File: config.mk
export PLATFORM = sky130hd
export DESIGN_NAME = pagerank_node_update
export DESIGN_NICKNAME = d
export VERILOG_FILES = /design/src/rtl/pnu_pkg.sv /design/src/rtl/pnu_div.sv /design/src/rtl/pnu_mul.sv /design/src/rtl/pagerank_node_update.sv
export VERILOG_INCLUDE_DIRS = /design/src /design/src/rtl
export SDC_FILE = /design/constraint.sdc
export NUM_CORES = 2
export LEC_CHECK = 0
export BUFFER_PORTS_ARGS = -buffer_cell sky130_fd_sc_hd__buf_2
export CORE_AREA = 4 4 275 277
export DETAILED_ROUTE_END_ITERATION = 7
export DIE_AREA = 0 0 279 281
export HOLD_SLACK_MARGIN = 0.08
export PLACE_DENSITY = 0.68
export SLEW_MARGIN = 20
export SYNTH_ARGS = -nofsm -noshare
export SYNTH_HDL_FRONTEND = slang
export SYNTH_SLANG_ARGS = --single-unit
File: constraint.sdc
create_clock -name clk -period 7.2 [get_ports clk]
set_input_delay 0 -clock clk [delete_from_list [all_inputs] [get_ports clk]]
set_output_delay 0 -clock clk [all_outputs]
set_load 0.02 [all_outputs]
File: src/rtl/assert_macros.svh
`ifndef ASSERT_MACROS_SVH
`define ASSERT_MACROS_SVH

// Same-cycle implication, sampled on clk, off while rst_n is low.
`define ASSERT_SAME(label, ante, cons, msg) \
  label: assert property (@(posedge clk) disable iff (!rst_n) (ante) |-> (cons)) \
    else $error(msg);

// Next-cycle implication, sampled on clk, off while rst_n is low.
`define ASSERT_NEXT(label, ante, cons, msg) \
  label: assert property (@(posedge clk) disable iff (!rst_n) (ante) |=> (cons)) \
    else $error(msg);

`endif

File: src/rtl/pnu_pkg.sv
package pnu_pkg;

  localparam int DAMP_BITS          = 16;
  localparam int NODE_BITS          = 21;
  localparam int SUM_BITS           = 40;
  localparam int RANK_FRAC_BITS_DEF = 32;
  localparam int DEGREE_BITS_DEF    = 21;
  localparam int CFG_IDX_BITS       = 2;

  localparam logic [DAMP_BITS-1:0] DAMPING_RST    = 16'd55705;
  localparam logic [NODE_BITS-1:0] NODE_COUNT_RST = 21'd1;

  localparam logic KIND_SCALED = 1'b0;
  localparam logic KIND_RANK   = 1'b1;

  typedef enum logic [1:0] {
    CMD_SCALE  = 2'd0,
    CMD_ACCUM  = 2'd1,
    CMD_FINISH = 2'd2
  } cmd_t;

  typedef enum logic [CFG_IDX_BITS-1:0] {
    REG_DAMPING      = 2'd0,
    REG_BASE_TERM    = 2'd1,
    REG_DEAD_END_SUM = 2'd2,
    REG_NODE_COUNT   = 2'd3
  } reg_idx_t;

  typedef enum logic [2:0] {
    ST_IDLE,
    ST_MUL,
    ST_DIV,
    ST_SUM,
    ST_DIFF,
    ST_PUSH
  } state_t;

  typedef struct packed {
    logic busy;
    logic done;
  } unit_stat_t;

endpackage

File: src/rtl/pnu_div.sv
module pnu_div #(
  parameter int DIVIDEND_W = 48,
  parameter int DIVISOR_W  = 21,
  localparam int CNT_W     = $clog2(DIVIDEND_W + 1)
) (
  input  logic                    clk,
  input  logic                    rst_n,
  input  logic                    start,
  input  logic [DIVIDEND_W-1:0]   dividend,
  input  logic [DIVISOR_W-1:0]    divisor,
  input  logic [CNT_W-1:0]        steps,
  output logic [DIVIDEND_W-1:0]   quotient,
  output pnu_pkg::unit_stat_t     stat
);

  // Restoring divider, one quotient bit per cycle. The dividend is taken
  // from the top of quo_r; quotient bits enter at the bottom.
  logic [DIVIDEND_W-1:0] quo_r, quo_nxt;
  logic [DIVISOR_W-1:0]  rem_r, rem_nxt;
  logic [DIVISOR_W-1:0]  dvs_r;
  logic [CNT_W-1:0]      cnt_r;
  logic                  busy_r;
  logic                  done_r;

  logic [DIVISOR_W:0] trial;
  logic [DIVISOR_W:0] trial_diff;
  logic               fits;

  always_comb begin
    trial      = {rem_r, quo_r[DIVIDEND_W-1]};
    fits       = trial >= {1'b0, dvs_r};
    trial_diff = trial - {1'b0, dvs_r};
    rem_nxt    = fits ? trial_diff[DIVISOR_W-1:0] : trial[DIVISOR_W-1:0];
    quo_nxt    = {quo_r[DIVIDEND_W-2:0], fits};
  end

  always_ff @(posedge clk) begin
    if (!rst_n) begin
      busy_r <= 1'b0;
      done_r <= 1'b0;
      cnt_r  <= '0;
    end else begin
      done_r <= 1'b0;
      if (start) begin
        busy_r <= 1'b1;
        cnt_r  <= steps;
      end else if (busy_r) begin
        cnt_r <= cnt_r - 1'b1;
        if (cnt_r == CNT_W'(1)) begin
          busy_r <= 1'b0;
          done_r <= 1'b1;
        end
      end
    end
  end

  always_ff @(posedge clk) begin
    if (start) begin
      quo_r <= dividend;
      rem_r <= '0;
      dvs_r <= divisor;
    end else if (busy_r) begin
      quo_r <= quo_nxt;
      rem_r <= rem_nxt;
    end
  end

  assign quotient  = quo_r;
  assign stat.busy = busy_r;
  assign stat.done = done_r;

endmodule

File: src/rtl/pnu_mul.sv
module pnu_mul #(
  parameter int A_W    = 32,
  parameter int B_W    = 16,
  localparam int CNT_W = $clog2(B_W + 1)
) (
  input  logic                 clk,
  input  logic                 rst_n,
  input  logic                 start,
  input  logic [A_W-1:0]       a,
  input  logic [B_W-1:0]       b,
  output logic [A_W+B_W-1:0]   product,
  output pnu_pkg::unit_stat_t  stat
);

  // Shift-add multiplier, one bit of b per cycle, MSB first.
  logic [A_W+B_W-1:0] acc_r, acc_nxt;
  logic [A_W-1:0]     a_r;
  logic [B_W-1:0]     b_r;
  logic [CNT_W-1:0]   cnt_r;
  logic               busy_r;
  logic               done_r;

  always_comb begin
    acc_nxt = {acc_r[A_W+B_W-2:0], 1'b0}
            + (b_r[B_W-1] ? {{B_W{1'b0}}, a_r} : '0);
  end

  always_ff @(posedge clk) begin
    if (!rst_n) begin
      busy_r <= 1'b0;
      done_r <= 1'b0;
      cnt_r  <= '0;
    end else begin
      done_r <= 1'b0;
      if (start) begin
        busy_r <= 1'b1;
        cnt_r  <= CNT_W'(B_W);
      end else if (busy_r) begin
        cnt_r <= cnt_r - 1'b1;
        if (cnt_r == CNT_W'(1)) begin
          busy_r <= 1'b0;
          done_r <= 1'b1;
        end
      end
    end
  end

  always_ff @(posedge clk) begin
    if (start) begin
      acc_r <= '0;
      a_r   <= a;
      b_r   <= b;
    end else if (busy_r) begin
      acc_r <= acc_nxt;
      b_r   <= {b_r[B_W-2:0], 1'b0};
    end
  end

  assign product   = acc_r;
  assign stat.busy = busy_r;
  assign stat.done = done_r;

endmodule

File: src/rtl/pagerank_node_update.sv
// Scale: the bit-serial divider divides the rank by the degree; a dead end (degree 0)
//   skips the divider and goes straight to the output. Accumulate: updates the sum only.
// Finish: serial damping multiply, then one divider bit per cycle, then
//   add/saturate/difference.
// One item in flight; the next is accepted once the result moves to the output register.
// Reset (rst_n low, synchronous): registers take their reset values, sum cleared.
`include "assert_macros.svh"

module pagerank_node_update #(
  parameter int RANK_FRAC_BITS = pnu_pkg::RANK_FRAC_BITS_DEF,
  parameter int DEGREE_BITS    = pnu_pkg::DEGREE_BITS_DEF,
  localparam int RANK_W = RANK_FRAC_BITS,
  localparam int CFG_W  = (RANK_W > pnu_pkg::NODE_BITS) ? RANK_W : pnu_pkg::NODE_BITS
) (
  input  logic                              clk,
  input  logic                              rst_n,

  input  logic                              in_valid,
  output logic                              in_ready,
  input  logic [1:0]                        in_command,
  input  logic [RANK_W-1:0]                 in_rank_value,
  input  logic [DEGREE_BITS-1:0]            in_out_degree,
  input  logic [RANK_W-1:0]                 in_old_rank,

  output logic                              out_valid,
  input  logic                              out_ready,
  output logic                              out_result_kind,
  output logic [RANK_W-1:0]                 out_value,
  output logic [RANK_W-1:0]                 out_error,
  output logic                              out_dead_end,

  input  logic                              cfg_we,
  input  logic [pnu_pkg::CFG_IDX_BITS-1:0]  cfg_index,
  input  logic [CFG_W-1:0]                  cfg_data
);

  localparam int DAMP_BITS  = pnu_pkg::DAMP_BITS;
  localparam int NODE_BITS  = pnu_pkg::NODE_BITS;
  localparam int SUM_BITS   = pnu_pkg::SUM_BITS;
  localparam int DIVIDEND_W = RANK_W + DAMP_BITS;
  localparam int DIVISOR_W  = (DEGREE_BITS > NODE_BITS) ? DEGREE_BITS : NODE_BITS;
  localparam int DCNT_W     = $clog2(DIVIDEND_W + 1);
  localparam int ACC_W      = ((SUM_BITS > RANK_W) ? SUM_BITS : RANK_W) + 1;
  localparam int PN_W       = SUM_BITS + DAMP_BITS;
  localparam int NW_W       = ((SUM_BITS > RANK_W) ? SUM_BITS : RANK_W) + 2;

  localparam logic [SUM_BITS-1:0] SUM_MAX  = {SUM_BITS{1'b1}};
  localparam logic [RANK_W-1:0]   RANK_MAX = {RANK_W{1'b1}};

  // Configuration registers
  logic [DAMP_BITS-1:0] damping_r;
  logic [RANK_W-1:0]    base_term_r;
  logic [RANK_W-1:0]    dead_end_sum_r;
  logic [NODE_BITS-1:0] node_count_r;

  always_ff @(posedge clk) begin
    if (!rst_n) begin
      damping_r      <= pnu_pkg::DAMPING_RST;
      base_term_r    <= '0;
      dead_end_sum_r <= '0;
      node_count_r   <= pnu_pkg::NODE_COUNT_RST;
    end else if (cfg_we) begin
      unique case (cfg_index)
        pnu_pkg::REG_DAMPING:      damping_r      <= cfg_data[DAMP_BITS-1:0];
        pnu_pkg::REG_BASE_TERM:    base_term_r    <= cfg_data[RANK_W-1:0];
        pnu_pkg::REG_DEAD_END_SUM: dead_end_sum_r <= cfg_data[RANK_W-1:0];
        pnu_pkg::REG_NODE_COUNT:   node_count_r   <= cfg_data[NODE_BITS-1:0];
      endcase
    end
  end

  pnu_pkg::state_t state_r, state_nxt;

  logic in_fire;
  logic out_load;
  logic out_valid_r;

  // Neighbour sum
  logic [SUM_BITS-1:0] sum_r;
  logic [ACC_W-1:0]    acc_sum;

  assign acc_sum = ACC_W'(sum_r) + ACC_W'(in_rank_value);

  always_ff @(posedge clk) begin
    if (!rst_n) begin
      sum_r <= '0;
    end else if (in_fire) begin
      if (in_command == pnu_pkg::CMD_ACCUM) begin
        sum_r <= (acc_sum > ACC_W'(SUM_MAX)) ? SUM_MAX : acc_sum[SUM_BITS-1:0];
      end else if (in_command == pnu_pkg::CMD_FINISH) begin
        sum_r <= '0;
      end
    end
  end

  // Arithmetic units
  logic                    mul_start;
  logic [DIVIDEND_W-1:0]   p_s;
  logic [PN_W-1:0]         p_n;
  pnu_pkg::unit_stat_t     mul_s_stat;
  pnu_pkg::unit_stat_t     mul_n_stat;

  pnu_mul #(.A_W(RANK_W), .B_W(DAMP_BITS)) u_mul_s (
    .clk     (clk),
    .rst_n   (rst_n),
    .start   (mul_start),
    .a       (dead_end_sum_r),
    .b       (damping_r),
    .product (p_s),
    .stat    (mul_s_stat)
  );

  pnu_mul #(.A_W(SUM_BITS), .B_W(DAMP_BITS)) u_mul_n (
    .clk     (clk),
    .rst_n   (rst_n),
    .start   (mul_start),
    .a       (sum_r),
    .b       (damping_r),
    .product (p_n),
    .stat    (mul_n_stat)
  );

  logic                    div_start;
  logic [DIVIDEND_W-1:0]   div_dividend;
  logic [DIVISOR_W-1:0]    div_divisor;
  logic [DCNT_W-1:0]       div_steps;
  logic [DIVIDEND_W-1:0]   quotient;
  pnu_pkg::unit_stat_t     div_stat;

  pnu_div #(.DIVIDEND_W(DIVIDEND_W), .DIVISOR_W(DIVISOR_W)) u_div (
    .clk      (clk),
    .rst_n    (rst_n),
    .start    (div_start),
    .dividend (div_dividend),
    .divisor  (div_divisor),
    .steps    (div_steps),
    .quotient (quotient),
    .stat     (div_stat)
  );

  logic [NODE_BITS-1:0] n_eff;
  assign n_eff = (node_count_r == '0) ? NODE_BITS'(1) : node_count_r;

  // Sequencer
  assign in_ready = (state_r == pnu_pkg::ST_IDLE);
  assign in_fire  = in_valid && in_ready;

  logic fin_r;

  always_ff @(posedge clk) begin
    if (!rst_n) begin
      state_r <= pnu_pkg::ST_IDLE;
    end else begin
      state_r <= state_nxt;
    end
  end

  always_comb begin
    state_nxt    = state_r;
    mul_start    = 1'b0;
    div_start    = 1'b0;
    out_load     = 1'b0;
    // scale: dividend left-aligned, one step per rank bit
    div_dividend = {in_rank_value, {DAMP_BITS{1'b0}}};
    div_divisor  = DIVISOR_W'(in_out_degree);
    div_steps    = DCNT_W'(RANK_W);
    unique case (state_r)
      pnu_pkg::ST_IDLE: begin
        if (in_valid) begin
          unique case (in_command)
            pnu_pkg::CMD_SCALE: begin
              if (in_out_degree == '0) begin
                state_nxt = pnu_pkg::ST_PUSH;
              end else begin
                div_start = 1'b1;
                state_nxt = pnu_pkg::ST_DIV;
              end
            end
            pnu_pkg::CMD_FINISH: begin
              mul_start = 1'b1;
              state_nxt = pnu_pkg::ST_MUL;
            end
            default: ;
          endcase
        end
      end
      pnu_pkg::ST_MUL: begin
        if (mul_s_stat.done) begin
          div_start    = 1'b1;
          div_dividend = p_s;
          div_divisor  = DIVISOR_W'(n_eff);
          div_steps    = DCNT_W'(DIVIDEND_W);
          state_nxt    = pnu_pkg::ST_DIV;
        end
      end
      pnu_pkg::ST_DIV: begin
        if (div_stat.done) begin
          state_nxt = fin_r ? pnu_pkg::ST_SUM : pnu_pkg::ST_PUSH;
        end
      end
      pnu_pkg::ST_SUM:  state_nxt = pnu_pkg::ST_DIFF;
      pnu_pkg::ST_DIFF: state_nxt = pnu_pkg::ST_PUSH;
      pnu_pkg::ST_PUSH: begin
        if (!out_valid_r || out_ready) begin
          out_load  = 1'b1;
          state_nxt = pnu_pkg::ST_IDLE;
        end
      end
      default: state_nxt = pnu_pkg::ST_IDLE;
    endcase
  end

  // Finish datapath: base + (d*S/N >> 16) + (d*sum >> 16), saturate, |new - old|
  logic [NW_W-1:0]   nw_full;
  logic [RANK_W-1:0] nw_r;
  logic [RANK_W-1:0] old_r;
  logic [RANK_W:0]   d_up;
  logic [RANK_W-1:0] d_dn;
  logic [RANK_W-1:0] err_abs;

  assign nw_full = NW_W'(base_term_r)
                 + NW_W'(quotient[DIVIDEND_W-1:DAMP_BITS])
                 + NW_W'(p_n[PN_W-1:DAMP_BITS]);
  assign d_up    = {1'b0, nw_r} - {1'b0, old_r};
  assign d_dn    = old_r - nw_r;
  assign err_abs = d_up[RANK_W] ? d_dn : d_up[RANK_W-1:0];

  logic              res_kind_r;
  logic [RANK_W-1:0] res_val_r;
  logic [RANK_W-1:0] res_err_r;
  logic              res_dead_r;

  always_ff @(posedge clk) begin
    if (in_fire) begin
      fin_r      <= (in_command == pnu_pkg::CMD_FINISH);
      old_r      <= in_old_rank;
      // dead end result; overwritten by the divider path otherwise
      res_kind_r <= pnu_pkg::KIND_SCALED;
      res_val_r  <= '0;
      res_err_r  <= '0;
      res_dead_r <= 1'b1;
    end
    if (state_r == pnu_pkg::ST_DIV && div_stat.done && !fin_r) begin
      res_val_r  <= quotient[RANK_W-1:0];
      res_dead_r <= 1'b0;
    end
    if (state_r == pnu_pkg::ST_SUM) begin
      nw_r <= (nw_full > NW_W'(RANK_MAX)) ? RANK_MAX : nw_full[RANK_W-1:0];
    end
    if (state_r == pnu_pkg::ST_DIFF) begin
      res_kind_r <= pnu_pkg::KIND_RANK;
      res_val_r  <= nw_r;
      res_err_r  <= err_abs;
      res_dead_r <= 1'b0;
    end
  end

  // Output register
  logic              out_kind_r;
  logic [RANK_W-1:0] out_value_r;
  logic [RANK_W-1:0] out_error_r;
  logic              out_dead_r;

  always_ff @(posedge clk) begin
    if (!rst_n) begin
      out_valid_r <= 1'b0;
    end else if (out_load) begin
      out_valid_r <= 1'b1;
    end else if (out_ready) begin
      out_valid_r <= 1'b0;
    end
  end

  always_ff @(posedge clk) begin
    if (out_load) begin
      out_kind_r  <= res_kind_r;
      out_value_r <= res_val_r;
      out_error_r <= res_err_r;
      out_dead_r  <= res_dead_r;
    end
  end

  assign out_valid       = out_valid_r;
  assign out_result_kind = out_kind_r;
  assign out_value       = out_value_r;
  assign out_error       = out_error_r;
  assign out_dead_end    = out_dead_r;

  `ASSERT_SAME(a_mul_in_step, mul_s_stat.done || mul_n_stat.done,
    mul_s_stat.done && mul_n_stat.done, "multipliers out of step")
  `ASSERT_SAME(a_div_idle_start, div_start, !div_stat.busy, "divider started while busy")
  `ASSERT_NEXT(a_sum_cleared, in_fire && (in_command == pnu_pkg::CMD_FINISH),
    sum_r == '0, "neighbour sum not cleared after finish")
  `ASSERT_SAME(a_dead_end_beat, out_valid_r && out_dead_r,
    (out_value_r == '0) && (out_kind_r == pnu_pkg::KIND_SCALED), "bad dead end beat")

endmodule

Word level (Yosys, flattened, before mapping). Index checks and enable logic that the tools add are counted.

Register bits: 661.

$add $sub $neg: 11. $lt $le $gt $ge: 3. Equality and inequality tests: 18. Mux-type cells: 61. Bitwise operators: 3. Reductions and logical operators: 28.

Operator list (number): 32-bit two-way mux (6); 48-bit two-way mux (4); 40-bit two-way mux (4); 21-bit two-way mux (4); 16-bit two-way mux (4); 56-bit adder (1); 48-bit adder (1); 21-bit zero test (2); 33-bit by 40-bit adder with 41-bit output (1); 40-bit by 32-bit adder with 41-bit output (1); 41-bit by 32-bit > comparator with 1-bit output, second input constant (1); 41-bit by 40-bit > comparator with 1-bit output, second input constant (1); 32-bit by 32-bit adder with 33-bit output (1); 32-bit by 32-bit subtractor with 33-bit output (1); 32-bit subtractor (1); 5-bit two-way mux (6); 22-bit by 21-bit greater-or-equal comparator with 1-bit output (1); 1-bit two-way mux (22); 21-bit subtractor (1); 3-bit two-way mux (6); 3-bit case mux with 6 select lines (1); 6-bit two-way mux (2); 2-bit nonzero test (6); 5-bit by 1-bit == test with 1-bit output, second input constant (2); 24 further kinds (44).

Logic depth before layout (Yosys ltp).
Word-level depth: 6. Gate-level depth with buffers: 16. Depth with buffers taken out: 15.

Hierarchy. A second synthesis with hierarchy kept.

Cell total of the unflattened synthesis: 3918. Area total of the unflattened synthesis: 38508.2 sq um.

By module, submodules not included: pagerank_node_update (times used 1, cells an instance 2141, area an instance 20534.7 sq um, sequential area each 8798.4 sq um); pnu_mul (u_mul_n) (times used 1, cells an instance 750, area an instance 7066.8 sq um, sequential area each 2942.8 sq um); pnu_mul (u_mul_s) (times used 1, cells an instance 578, area an instance 5756.8 sq um, sequential area each 2542.4 sq um); pnu_div (times used 1, cells an instance 449, area an instance 5149.9 sq um, sequential area each 2652.5 sq um).

Least setup slack after synthesis. OpenSTA, ideal clock, no wires.

Path kind: register to register. Start point: reg state_r[1]. End point: reg u_mul_n.a_r[0], enable pin. Library setup time: 0.465 ns. Data arrival time: 6.064 ns. Slack: 0.672 ns. Stages on the path, launching flop included: 7. Path buffers: 2. Clock period less this slack: 6.528 ns. Path through: dfxtp_1 -> nand2b_1 -> nor3_1 -> nand2_1 -> inv_2 -> clkbuf_1 -> clkbuf_1.

Cells in the longest elaborated chain, start to end: 2.

RTL lines: from (decl) (RTL line pagerank_node_update.sv:72) `pnu_pkg::state_t state_r, state_nxt;`; from (signal assigned) (RTL line pagerank_node_update.sv:152) `state_r <= pnu_pkg::ST_IDLE;`; from (signal assigned) (RTL line pagerank_node_update.sv:154) `state_r <= state_nxt;`; 3-bit zero test (RTL line pagerank_node_update.sv:167) `unique case (state_r)`; 1-bit two-way mux (RTL line pagerank_node_update.sv:167); via mul_start (RTL line pagerank_node_update.sv:97) `logic mul_start;`; to (signal assigned) (RTL line pnu_mul.sv:51) `a_r <= a;`; to (decl) (RTL line pnu_mul.sv:17) `logic [A_W-1:0] a_r;`.

The timed path passes the listed nets, and every way through them passes these cells. A chain may end at the register's enable or synchronous reset.

Worst setup path after layout.
Start point: reg u_div.quo_r[18], in the netlist u_div.quotient[18]. End point: reg nw_r[4], data pin.

Cells in the longest elaborated chain, start to end: 3.

RTL lines: from (decl) (RTL line pnu_div.sv:18) `logic [DIVIDEND_W-1:0] quo_r, quo_nxt;`; from (signal assigned) (RTL line pnu_div.sv:59) `quo_r <= dividend;`; from (signal assigned) (RTL line pnu_div.sv:63) `quo_r <= quo_nxt;`; 32-bit by 32-bit adder with 33-bit output (*) (RTL line pagerank_node_update.sv:222) `+ NW_W'(quotient[DIVIDEND_W-1:DAMP_BITS])`; 33-bit by 40-bit adder with 41-bit output (*) (RTL line pagerank_node_update.sv:223) `+ NW_W'(p_n[PN_W-1:DAMP_BITS]);`; 41-bit by 32-bit > comparator with 1-bit output (RTL line pagerank_node_update.sv:248) `nw_r <= (nw_full > NW_W'(RANK_MAX)) ? RANK_MAX : nw_full[RANK_W-1:0];`; to (signal assigned) (RTL line pagerank_node_update.sv:248); to (decl) (RTL line pagerank_node_update.sv:215) `logic [RANK_W-1:0] nw_r;`.

Every way passes the cells marked *; elsewhere a longest branch is shown, timed or not.

==> reports/metrics.csv <==
stage,metric,value,unit
cts,post_cts_buffers,0,
setup_path,crit_required,7500,ps
global_route,grt_pass1_wl,165000,um
logic_synthesis,syn_area,0.0370,mm^2
global_route,gr-max-usage-layer,met2,
cts,htreeDepth,3,
placement,io_buffer_count,193,
die,rows,99,
min_path,hold_path_depth,2,
sta,drv_slew,0,
flow_run,drv_cap,0,
logic_synthesis,synthTopCellsByArea,"edfxtp_1 30%, dfxtp_1 16%, ha_1 7.7%, nand2_1 6.2%, o21ai_0 3.7%",
routing,ant_nets,0,
min_path,min_to,old_r[30],
sta,fmax,0.214,GHz
logic_synthesis,synth_seq_cells,661,
setup_path,critPathLaunchType,flop,
logic_synthesis,synth_compound_area_share,17.6,%
setup_path,r2r_end,nw_r[4],
routing,drt_first_pass_iters,6,
setup_path,cp.arrival,4980,ps
global_route,grt_overflow,0,
sta,min_period,4670,ps
power,p_leak,17.7,nW
finish,area_growth,16.1,%
global_route,grt_pass1_vias,28500,
setup_path,regToRegStartpoint,u_div.quotient[18],
logic_synthesis,avgSynthCellArea,9.58,um^2
logic_synthesis,syn_inst,3868,
setup_path,worstSetupPathType,flop to flop,
cts,cts_buffer_depth,3,
power,ir_worst_vdd,0.000218,V
placement,dpl.cell_count,4886,
logic_synthesis,yosysUniqueCellTypes,86,
min_path,worst_hold_path_type,input port to flop,
routing,vias,29700,
logic_synthesis,synth_edf_count,368,
global_route,use_met1,35.4,%
die,die_height,281,um
cts,cts_buffers,75,
finish,final_nets,4549,
setup_path,path_max_fanout,28,
global_route,grtUsageMet2,44.5,%
sta,whs,101,ps
global_route,grt_usage,26.7,%
routing,drt_iter0_drc,2582,
sta,tightest_slew,1100,ps
die,core_area,0.0728,mm^2
cts,clock_latency,620,ps
logic_synthesis,synth_xor_area_share,4.30,%
die,start_util,50.9,%
finish,final_cells,5179,
global_route,use_met3,4.25,%
sta,final-hold-violation-count,0,
die,die-width,279,um
cts,cts_num_sinks,661,
cts,cts_tree,built,
routing,wl,107000,um
sta,finalSetupTns,0,ps
logic_synthesis,ys_async_sr_fraction,0,%
global_route,grt_max_degree,74,
finish,fill_cells,6231,
logic_synthesis,synth-simple-area-share,15.5,%
sta,setup_viol_count_final,0,
logic_synthesis,ys_warn_count,0,
sta,rsz0062_at_grt,false,
sta,max_slew_margin,26.6,%
setup_path,end_kind,flop,
die,die-area,0.0784,mm^2
placement,placed_cell_area,0.0389,mm^2
routing,routed_via_density,5.74,
routing,drc_errors,0,
logic_synthesis,synth_fp_nets,4260,
logic_synthesis,synth_top_family_by_area,compound AO/OA/AOI/OAI gates,
finish,final_cell_area,0.0430,mm^2
routing,wl_per_cell,20.7,um
sta,period_share,64.9,%
placement,dp_hpwl,78700,um
run_status,status,finished clean,
setup_path,reg2reg_depth,12,
logic_synthesis,synth_top_area_share,29.8,%
cts,path_clk_slew,60,ps
finish,drive_above_1_share,10.2,%
logic_synthesis,ys.flop_type,edfxtp_1,
setup_path,cp_cell_sequence,fa_1 > ha_1 > a211oi_1 > o21ai_1 > a311oi_1 > o31ai_1 > a21oi_1 > a31o_2 > mux2i_1 > o2111ai_1 > nor2_4 > o21ai_0,
power,power.density,311,mW/mm^2
die,io_pins,194,
setup_path,crit_path_top_delay_cell,nor2_4,
setup_path,cp_slowest_stage_delay,660,ps
sta,skew,31.9,ps
logic_synthesis,synth_fa_ha_area_share,9.78,%
logic_synthesis,ys_seq_area_share,45.7,%
setup_path,r2r_slack,2530,ps
placement,finalWeightedCongestion,0.963,
min_path,worstHoldStart,in_old_rank[30],
logic_synthesis,synthMuxAreaShare,3.67,%
global_route,antenna_found_initial,2,
logic_synthesis,yosys.area.top_type,edfxtp_1,
cts,cts-root-buf,clkbuf_16,
-- logic make-up (layout without fill, tap and decap cells) --
group           after synthesis  in the layout
other cells                   0              1
fa+ha+maj                   266            266
mux                         133            133
buf+inv                     340            691
flops                       661            661
xor+xnor                    182            182
simple gates               1274           1274
compound gates             1012           1012
-- worst max-delay path: cells and delay by family (launching register included) --
family | cells | cell delay, ps
AO/OA/AOI/OAI | 8 | 2210
adder cells (fa/ha/maj) | 2 | 860
AND/OR/NAND/NOR | 1 | 660
flip-flops | 1 | 440
multiplexers | 1 | 190
-- layout make-up --
| cell class | count | area, um^2 | share of cell area, % |
|---|---|---|---|
| sequential | 661 | 16900 | 39.3 |
| tap | 959 | 1200 | 2.79 |
| antenna | 1 | 2.50 | 0.00582 |
| clock buffer | 99 | 2120 | 4.93 |
| multi-input combinational | 2867 | 18900 | 43.9 |
| inverter | 168 | 636 | 1.48 |
| timing repair buffer | 384 | 2790 | 6.47 |
| clock inverter | 40 | 460 | 1.07 |
-- state kept, by name, indices dropped and copies added (netlist names), 21 cells and up --
name             cells
old_r               32
out_error           32
u_mul_s.a_r         32
u_mul_s.product     48
dead_end_sum_r      32
u_div.quotient      48
sum_r               40
u_div.rem_r         21
base_term_r         32
res_err_r           32
out_value           32
nw_r                32
node_count_r        21
res_val_r           32
u_mul_n.a_r         40
u_mul_n.product     56
u_div.dvs_r         21
-- repair_timing --
action	CTS	global route
hold buffers	153	0
hold endpoints to repair	236	0
gates resized for setup	0	0
-- worst max path at each step --
| stage | start | endpoint |
|---|---|---|
| 6_report | u_div.quotient[18] | nw_r[4] |
| 2_1_floorplan | state_r[1] | u_mul_n.a_r[0] |
| 5_1_grt | base_term_r[1] | nw_r[4] |
| 4_1_cts | u_div.quotient[18] | nw_r[4] |
| 3_3_place_gp | u_div.quotient[18] | nw_r[4] |
| 3_5_place_dp | u_div.quotient[18] | nw_r[4] |
-- metrics by stage --
| stage | worst slack, ps | total power, mW | utilization [%] |
|---|---|---|---|
| 6_report | 2530 | 13.4 | 59.1 |
| 5_1_grt | 2160 | 14.2 | 59.1 |
| 4_1_cts | 2240 | 13.4 | 59.0 |
| 3_5_place_dp | 2280 | 9.33 | 53.4 |
| 3_3_place_gp | 2550 | 9.30 | 53.4 |
| 2_1_floorplan | 672 | 8.14 | - |
-- cells in the mapped netlist, types with 13 or more instances --
master,n
a21o_1,97
edfxtp_1,368
nor4_1,15
or3_1,17
nand2_1,612
nand2b_1,31
xnor2_1,105
a21oi_1,257
a21boi_0,102
clkbuf_1,149
o31ai_1,13
nor2_1,253
o21a_1,21
o21ai_0,277
fa_1,39
a211oi_1,44
mux2i_1,110
dfxtp_1,293
xor2_1,77
and3_1,31
nor2b_1,31
nand4_1,28
nand3_1,67
o21bai_1,27
o211ai_1,24
and2_1,87
nor3_1,46
mux2_2,23
a31oi_1,25
inv_1,166
ha_1,227
-- cell usage in the layout, fill, tap and decap left out, drive strengths merged, types with 39 or more instances in the layout --
cell type,Yosys,final
a211oi,49,49
a21boi,102,102
a21o,97,97
a21oi,258,258
and2,87,87
buf,22,231
clkbuf,150,99
dfxtp,293,293
dlygate4sd3,0,153
edfxtp,368,368
fa,39,39
ha,227,227
inv,167,175
mux2i,110,110
nand2,612,612
nand3,67,67
nor2,255,255
nor3,46,46
o21ai,280,280
xnor2,105,105
xor2,77,77
-- routing by layer --
metal / part of all wire, % / up-vias
li1: - / 14400
met1: 43 / 14100
met2: 47 / 1031
met3: 6.6 / 227
met4: 4.1 / 0
met5: 0 / -
-- where the power goes --
group | switching (mW) | total, mW | internal (mW)
clock network | 1.59 | 3.98 | 2.38
registers | 0.516 | 5.09 | 4.57
logic | 2.57 | 4.33 | 1.76
Note: power is estimated with default switching activity, not from simulation.
